**config.mk**
```make
export PLATFORM = sky130hd
export DESIGN_NAME = lru_tag_cache
export DESIGN_NICKNAME = d
export VERILOG_FILES = /design/src/rtl/ltc_pkg.sv /design/src/rtl/ltc_store.sv /design/src/rtl/ltc_cmp.sv /design/src/rtl/lru_tag_cache.sv
export VERILOG_INCLUDE_DIRS = /design/src /design/src/rtl
export SDC_FILE = /design/constraint.sdc
export NUM_CORES = 2
export LEC_CHECK = 0
export ABC_CLOCK_PERIOD_IN_PS = 6600
export BUFFER_PORTS_ARGS = -buffer_cell sky130_fd_sc_hd__buf_2
export CORE_MARGIN = 2
export CORE_UTILIZATION = 45
export CTS_CLUSTER_DIAMETER = 150
export DETAILED_ROUTE_END_ITERATION = 16
export PLACE_DENSITY = 0.71
export SLEW_MARGIN = 20
export SYNTH_ARGS = -nofsm -noshare
export SYNTH_HDL_FRONTEND = slang
export SYNTH_SLANG_ARGS = --single-unit
```
**constraint.sdc**
```tcl
create_clock -name clk -period 6.6 [get_ports clk]
set_input_delay 1.32 -clock clk [delete_from_list [all_inputs] [get_ports clk]]
set_output_delay 1.32 -clock clk [all_outputs]
set_load 0.005 [all_outputs]
```
**src/rtl/lru_tag_cache_macros.svh**
```systemverilog
// Assertion helpers shared by the RTL.
// Each macro expects a clk and an active-low rst_n in the enclosing scope.
`ifndef LRU_TAG_CACHE_MACROS_SVH
`define LRU_TAG_CACHE_MACROS_SVH

// Same-cycle implication.
`define LTC_ASSERT_IMPL(lbl, ante, cons) \
  lbl: assert property (@(posedge clk) disable iff (!rst_n) (ante) |-> (cons)) \
    else $error("lru_tag_cache: same-cycle check failed");

// Next-cycle implication.
`define LTC_ASSERT_NEXT(lbl, ante, cons) \
  lbl: assert property (@(posedge clk) disable iff (!rst_n) (ante) |=> (cons)) \
    else $error("lru_tag_cache: next-cycle check failed");

`endif

```
**src/rtl/ltc_pkg.sv**
```systemverilog
package ltc_pkg;

  localparam int ENTRIES = 16;
  localparam int KEY_W   = 32;
  localparam int STAMP_W = 64;
  localparam int IDX_W   = $clog2(ENTRIES);
  localparam int CNT_W   = $clog2(ENTRIES + 1);
  localparam int SLOT_W  = 4;

  // Stream payload widths, rounded up to whole bytes.
  localparam int IN_BITS  = KEY_W + 1;
  localparam int IN_W     = ((IN_BITS + 7) / 8) * 8;
  localparam int OUT_BITS = 1 + SLOT_W + 1 + 1 + KEY_W;
  localparam int OUT_W    = ((OUT_BITS + 7) / 8) * 8;

  typedef logic [KEY_W-1:0]   key_t;
  typedef logic [STAMP_W-1:0] stamp_t;
  typedef logic [IDX_W-1:0]   idx_t;
  typedef logic [CNT_W-1:0]   cnt_t;

  // Outcome of one pass through the shared comparator.
  typedef struct packed {
    logic key_eq;  // stored key equals request key
    logic older;   // entry becomes the eviction candidate
  } cmp_res_t;

  // One result item, in tdata order from the top bit down.
  typedef struct packed {
    key_t              evicted_key;
    logic              evicted;
    logic              filled;
    logic [SLOT_W-1:0] slot;
    logic              hit;
  } out_item_t;

endpackage

```
**src/rtl/ltc_store.sv**
```systemverilog
module ltc_store
  import ltc_pkg::*;
(
  input  logic   clk,
  input  logic   wr_en,
  input  idx_t   wr_addr,
  input  key_t   wr_key,
  input  stamp_t wr_stamp,
  input  logic   rd_en,
  input  idx_t   rd_addr,
  output key_t   rd_key,
  output stamp_t rd_stamp
);

  key_t   key_mem   [ENTRIES];
  stamp_t stamp_mem [ENTRIES];

  always_ff @(posedge clk) begin
    if (wr_en) begin
      key_mem[wr_addr]   <= wr_key;
      stamp_mem[wr_addr] <= wr_stamp;
    end
  end

  // Registered read port.
  always_ff @(posedge clk) begin
    if (rd_en) begin
      rd_key   <= key_mem[rd_addr];
      rd_stamp <= stamp_mem[rd_addr];
    end
  end

endmodule

```
**src/rtl/ltc_cmp.sv**
```systemverilog
module ltc_cmp
  import ltc_pkg::*;
(
  input  key_t     req_key,
  input  key_t     ent_key,
  input  stamp_t   ent_stamp,
  input  stamp_t   best_stamp,
  input  logic     first,
  output cmp_res_t res
);

  // Strict less-than keeps the lowest index on equal stamps.
  always_comb begin
    res.key_eq = (ent_key == req_key);
    res.older  = first || (ent_stamp < best_stamp);
  end

endmodule

```
**src/rtl/lru_tag_cache.sv**
```systemverilog
// Channel   Direction  tdata fields (lowest bit up)
// in_*      slave      key[31:0], fill_on_miss[32], zero pad to 40 bits
// out_*     master     hit[0], slot[4:1], filled[5], evicted[6], evicted_key[38:7], pad
//
// An empty store skips the scan, and a hit ends the scan early.
// The scan reads one entry per cycle and one shared comparator checks key
// equality and stamp age.
// rst_n clears the fill count, the use counter and the control state only.
// A stalled result holds in the output register while the next request is
// scanned; the write-back waits until that register frees up.

`include "lru_tag_cache_macros.svh"

module lru_tag_cache
  import ltc_pkg::*;
(
  input  logic             clk,
  input  logic             rst_n,
  input  logic             in_tvalid,
  output logic             in_tready,
  input  logic [IN_W-1:0]  in_tdata,   // key, fill_on_miss
  output logic             out_tvalid,
  input  logic             out_tready,
  output logic [OUT_W-1:0] out_tdata   // hit, slot, filled, evicted, evicted_key
);

  typedef enum logic [1:0] {
    ST_IDLE,
    ST_SCAN,
    ST_FINISH
  } state_t;

  state_t    state_r;
  key_t      key_r;
  logic      fill_r;
  cnt_t      occ_cnt_r;
  stamp_t    use_cnt_r;
  idx_t      issue_idx_r;
  logic      issue_more_r;
  logic      chk_vld_r;
  idx_t      chk_idx_r;
  logic      hit_r;
  idx_t      slot_r;
  idx_t      best_idx_r;
  stamp_t    best_stamp_r;
  key_t      best_key_r;
  logic      out_valid_r;
  out_item_t out_data_r;

  out_item_t res_nxt;
  logic      rd_en;
  key_t      rd_key;
  stamp_t    rd_stamp;
  logic      wr_en;
  idx_t      wr_addr;
  cmp_res_t  cmp;
  logic      last_issue;
  logic      last_chk;
  logic      out_free;
  logic      commit;
  logic      store_full;

  // ---------------------------------------------------------------------
  // Tag store and shared comparator
  // ---------------------------------------------------------------------
  ltc_store u_store (
    .clk      (clk),
    .wr_en    (wr_en),
    .wr_addr  (wr_addr),
    .wr_key   (key_r),
    .wr_stamp (use_cnt_r),
    .rd_en    (rd_en),
    .rd_addr  (issue_idx_r),
    .rd_key   (rd_key),
    .rd_stamp (rd_stamp)
  );

  ltc_cmp u_cmp (
    .req_key    (key_r),
    .ent_key    (rd_key),
    .ent_stamp  (rd_stamp),
    .best_stamp (best_stamp_r),
    .first      (chk_idx_r == '0),
    .res        (cmp)
  );

  // ---------------------------------------------------------------------
  // Sequencer control
  // ---------------------------------------------------------------------
  assign in_tready  = (state_r == ST_IDLE);
  assign rd_en      = (state_r == ST_SCAN) && issue_more_r;
  assign last_issue = (CNT_W'(issue_idx_r) + CNT_W'(1)) == occ_cnt_r;
  assign last_chk   = (CNT_W'(chk_idx_r) + CNT_W'(1)) == occ_cnt_r;
  assign out_free   = !out_valid_r || out_tready;
  assign commit     = (state_r == ST_FINISH) && out_free;
  assign store_full = (occ_cnt_r == CNT_W'(ENTRIES));

  // Form the result and pick the write slot: the hit entry, the next free
  // entry, or the oldest entry once the store is full.
  always_comb begin
    res_nxt = '0;
    wr_addr = '0;
    if (hit_r) begin
      res_nxt.hit  = 1'b1;
      res_nxt.slot = SLOT_W'(slot_r);
      wr_addr      = slot_r;
    end else if (fill_r) begin
      res_nxt.filled = 1'b1;
      if (store_full) begin
        res_nxt.evicted     = 1'b1;
        res_nxt.evicted_key = best_key_r;
        res_nxt.slot        = SLOT_W'(best_idx_r);
        wr_addr             = best_idx_r;
      end else begin
        res_nxt.slot = SLOT_W'(occ_cnt_r);
        wr_addr      = occ_cnt_r[IDX_W-1:0];
      end
    end
  end

  // A miss without fill writes nothing.
  assign wr_en = commit && (hit_r || fill_r);

  always_ff @(posedge clk) begin
    if (!rst_n) begin
      state_r      <= ST_IDLE;
      occ_cnt_r    <= '0;
      use_cnt_r    <= '0;
      issue_more_r <= 1'b0;
      chk_vld_r    <= 1'b0;
      out_valid_r  <= 1'b0;
    end else begin
      case (state_r)
        ST_IDLE: begin
          if (in_tvalid) begin
            key_r        <= in_tdata[KEY_W-1:0];
            fill_r       <= in_tdata[KEY_W];
            hit_r        <= 1'b0;
            issue_idx_r  <= '0;
            chk_vld_r    <= 1'b0;
            issue_more_r <= (occ_cnt_r != '0);
            // Skip the scan on an empty store.
            state_r      <= (occ_cnt_r == '0) ? ST_FINISH : ST_SCAN;
          end
        end
        ST_SCAN: begin
          // Issue one read per cycle; compare the entry read last cycle.
          // Reads stop with the state change on a hit.
          chk_vld_r <= rd_en;
          chk_idx_r <= issue_idx_r;
          if (rd_en) begin
            issue_idx_r <= issue_idx_r + IDX_W'(1);
            if (last_issue) begin
              issue_more_r <= 1'b0;
            end
          end
          if (chk_vld_r) begin
            if (cmp.older) begin
              best_idx_r   <= chk_idx_r;
              best_stamp_r <= rd_stamp;
              best_key_r   <= rd_key;
            end
            if (cmp.key_eq) begin
              hit_r   <= 1'b1;
              slot_r  <= chk_idx_r;
              state_r <= ST_FINISH;
            end else if (last_chk) begin
              state_r <= ST_FINISH;
            end
          end
        end
        ST_FINISH: begin
          // Hold until the output register can take the result.
          if (out_free) begin
            state_r <= ST_IDLE;
            if (!hit_r && fill_r && !store_full) begin
              occ_cnt_r <= occ_cnt_r + CNT_W'(1);
            end
            if (hit_r || fill_r) begin
              use_cnt_r <= use_cnt_r + STAMP_W'(1);
            end
          end
        end
        default: begin
          state_r <= ST_IDLE;
        end
      endcase

      // Output register: load on commit, drop after the transfer.
      if (commit) begin
        out_valid_r <= 1'b1;
        out_data_r  <= res_nxt;
      end else if (out_tready) begin
        out_valid_r <= 1'b0;
      end
    end
  end

  assign out_tvalid = out_valid_r;
  assign out_tdata  = OUT_W'(out_data_r);

  // ---------------------------------------------------------------------
  // Assertions
  // ---------------------------------------------------------------------
  `LTC_ASSERT_IMPL(a_occ_bound, 1'b1, occ_cnt_r <= CNT_W'(ENTRIES))
  `LTC_ASSERT_NEXT(a_occ_grow, commit && res_nxt.filled && !res_nxt.evicted, occ_cnt_r == $past(occ_cnt_r) + CNT_W'(1))
  `LTC_ASSERT_IMPL(a_evict_full, out_valid_r && out_data_r.evicted, store_full)
  `LTC_ASSERT_NEXT(a_stamp_step, commit && (res_nxt.hit || res_nxt.filled), use_cnt_r == $past(use_cnt_r) + STAMP_W'(1))

endmodule

```
==> flow_summary.json <==
{
  "syn-num-nets": 3327,
  "yosys-top-cells-area": "edfxtp_1 (76%), mux4_2 (15%), dfxtp_1 (2.1%)",
  "areaGrowthSynthToFinish_pct": 12.6,
  "worstSetupStartpointType": "flop",
  "hold_viol": 0,
  "antenna_found_initial": 5,
  "routed_wl_um": 150000,
  "cpMaxStageDelayCell": "and4bb_2",
  "wl_per_cell_um": 26.7,
  "ys.flop_type": "edfxtp_1",
  "grt_max_degree": 159,
  "endpoint": "u_store.stamp_mem[13][40]",
  "root_buffer": "clkbuf_16",
  "nets": 3510,
  "p_int_mw": 19.1,
  "gp_congestion": 0.753,
  "ant_nets": 0,
  "cts_tree": "yes",
  "ioPinCount": 86,
  "placed_cells": 5294,
  "cts.clk_slew.worst_paths_ps": 60,
  "grt_pass1_wl_um": 222000,
  "grt_pass1_vias": 33600,
  "drive_gt1_frac": 0.257,
  "final-setup-viol-count": 0,
  "whs_ps": 453,
  "cp.required_ps": 7010,
  "syn_inst": 3214,
  "pwr-share-clk": 0.419,
  "vias_per_cell": 5.82,
  "finalCritPeriodShare": 0.688,
  "initial_core_util": 0.454,
  "crit_type": "flop to flop",
  "grt_usage": 0.185,
  "clock_latency_ps": 790,
  "reg2reg_from": "occ_cnt_r[0]",
  "outcome": "complete, no violations",
  "fin_cells": 5612,
  "seq_area_frac_synth": 0.779,
  "timing.final.crit_period_ps": 4540,
  "synth_edf_count": 1817,
  "numCtsBuffers": 172,
  "p_comb_frac": 0.022,
  "htreeDepth": 4,
  "yosysTopAreaCell": "edfxtp_1",
  "tightest_slew_ps": 1130,
  "swShare": 0.192,
  "dr.pass1.iters": 8,
  "r2r_slack_ps": 2060,
  "cts_buffer_depth": 3,
  "leakagePower_nw": 23.6,
  "ys_seq_elements": 1891,
  "row_count": 146,
  "yosys-top-cells-count": "edfxtp_1 (1,817), mux4_2 (480), nor2_1 (91), clkbuf_1 (81), inv_1 (79)",
  "antennaDiodeCount": 0,
  "crit_cells": 8,
  "p_switching_mw": 4.53,
  "seq_power_share": 0.559,
  "postCtsSetupBuffers": 0,
  "worstSetupEndpointType": "flop",
  "maxCapViolCount": 0,
  "finalSetupTns_ps": 0,
  "cts_hold_buf": 0,
  "path_cells": "inv_1 -> ha_1 -> and4bb_2 -> a21oi_1 -> o21ai_0 -> nand3_1 -> nor2_4 -> buf_4",
  "ys_warn_count": 0,
  "die_x_um": 404,
  "r2r_cells": 8,
  "p_per_area_mw_per_mm2": 291,
  "cp.buffers_inverters": 2,
  "netlist_area_mm2": 0.0720,
  "rr_endpoint": "u_store.stamp_mem[13][40]",
  "ys_types": 54,
  "crit_path_max_fanout": 40,
  "grt-ovfl-total": 0,
  "die_y_um": 404,
  "rsz0062_at_grt": "false",
  "yosysTopAreaCellShare": 0.758,
  "max_stage_delay_ps": 990,
  "cts_resized": 0,
  "report.final.slew_viol_count": 0,
  "fmax_mhz": 220,
  "dieArea_mm2": 0.163,
  "yosys.cell_count.top_type": "edfxtp_1",
  "dp.final_hpwl_um": 74800,
  "cts_num_sinks": 1891,
  "avgSynthCellArea_um2": 22.4,
  "io_buffer_count": 77,
  "drtIter0Drc": 3740,
  "fin_skew_ps": 25.2,
  "hold_path_class": "flop to flop",
  "max_slew_margin": 0.247,
  "arrival_ps": 4950,
  "async_reset_ff_frac": 0,
  "drc": 0,
  "critPathTopFamily": "simple AND/OR/NAND/NOR gates",
  "core_mm2": 0.159,
  "critPathLaunch": "occ_cnt_r[0]",
  "vdd_drop_max_mv": 0.226,
  "num_vias": 32700
}
[worst register-to-register path, delay by kind of cell, from the launching register on]
kind	cells	cell delay, ps
AOI/OAI and AO/OA	2	600
adders and majority gates	1	170
buffers and inverters	2	740
DFF	1	380
and+or+nand+nor	3	2260
[layout by cell type, fill, tap and decap left out, types with 3 or more instances in the layout]
cell / synthesis / routed
a21o_1: 8 / 8
a21oi_1: 48 / 48
and2_1: 10 / 10
and3_1: 42 / 42
and4_1: 9 / 9
buf_12: 0 / 22
buf_2: 33 / 77
buf_4: 2 / 43
bufinv_16: 0 / 14
clkbuf_1: 81 / 45
clkbuf_16: 0 / 178
clkbuf_8: 0 / 20
clkinv_1: 0 / 21
clkinv_2: 0 / 24
clkinv_8: 0 / 3
clkinvlp_4: 0 / 8
dfxtp_1: 74 / 74
edfxtp_1: 1817 / 1817
ha_1: 69 / 69
inv_1: 79 / 77
inv_6: 0 / 4
mux2i_1: 4 / 4
mux4_2: 480 / 480
nand2_1: 50 / 50
nand2b_1: 17 / 17
nand3_1: 41 / 41
nand4_1: 44 / 44
nor2_1: 91 / 74
nor2_4: 0 / 17
nor2b_1: 5 / 5
nor3_1: 9 / 8
nor4_1: 13 / 12
o21a_1: 3 / 3
o21ai_0: 33 / 33
or3_1: 9 / 9
xnor2_1: 13 / 13
xor2_1: 77 / 77
[layer usage]
metal / GRT usage / vias to the layer above / wire length [um]
met4: 0.0475 / 2 / 3100
met2: 0.309 / 1176 / 75300
met3: 0.0296 / 221 / 9880
li1: - / 13800 / -
met5: 0 / - / 14
met1: 0.255 / 17500 / 61400
[power by group through the flow]
stage	registers [mW]	logic (mW)	clock network, mW
final	13.2	0.525	9.89
after global routing	13.2	0.559	10.5
after CTS	13.2	0.536	10.1
after detailed placement	13.4	0.535	0
after global placement	13.4	0.530	0
after floorplan	13.4	0.372	0
[how the worst min path moves through the flow]
stage	startpoint	end	cells past startpoint
after detailed placement	u_store.rd_stamp[32]	best_stamp_r[32]	0
after global routing	u_store.rd_stamp[41]	best_stamp_r[41]	0
after CTS	u_store.rd_stamp[2]	best_stamp_r[2]	0
final	u_store.rd_stamp[2]	best_stamp_r[2]	0
after global placement	u_store.rd_stamp[0]	best_stamp_r[0]	0
after floorplan	u_store.rd_stamp[0]	best_stamp_r[0]	0
[sequential cells by signal, indices dropped and copies added, names as in the netlist, 2 cells and up]
register and count:
u_store.stamp_mem 1024, slot_r 4, best_key_r 32, u_store.rd_stamp 64, out_tdata 39, occ_cnt_r 5, best_idx_r 4, u_store.key_mem 512
chk_idx_r 4, key_r 32, use_cnt_r 64, u_store.rd_key 32, best_stamp_r 64, state_r 2, issue_idx_r 4
[area by class of cell]
type                    instances  area (um2)
clock buffers                 243        4900
clock inverters                74         763
fillers                     12000       77500
inverters                      79         302
multi-input cells            1109       15200
flip-flops and latches       1891       56000
well taps                    2072        2590
repair buffers                144        1200
[through the flow]
step / power (mW) / cell area, um2 / util / worst slack (ps)
after global placement: 14.0 / 75300 / 0.475 / 2100
after CTS: 23.8 / 81000 / 0.511 / 2030
after global routing: 24.3 / 81000 / 0.511 / 1850
final: 23.6 / 81000 / 0.511 / 2060
after detailed placement: 14.0 / 75300 / 0.475 / 2030
after floorplan: 13.8 / 72000 / - / 36.8
[kinds of logic (layout without fill, tap and decap cells)]
| family | Yosys count | after routing | share of synthesized area |
|---|---|---|---|
| flops | 1891 | 1891 | 0.779 |
| mux | 485 | 485 | 0.151 |
| simple gates | 359 | 359 | 0.0272 |
| buf+inv | 214 | 540 | 0.0118 |
| compound gates | 105 | 105 | 0.00826 |
| xor+xnor | 90 | 90 | 0.0110 |
| fa+ha+maj | 69 | 69 | 0.0120 |
| other cells | 1 | 1 | 0.0000521 |
Note: power is estimated with default switching activity, not from simulation.
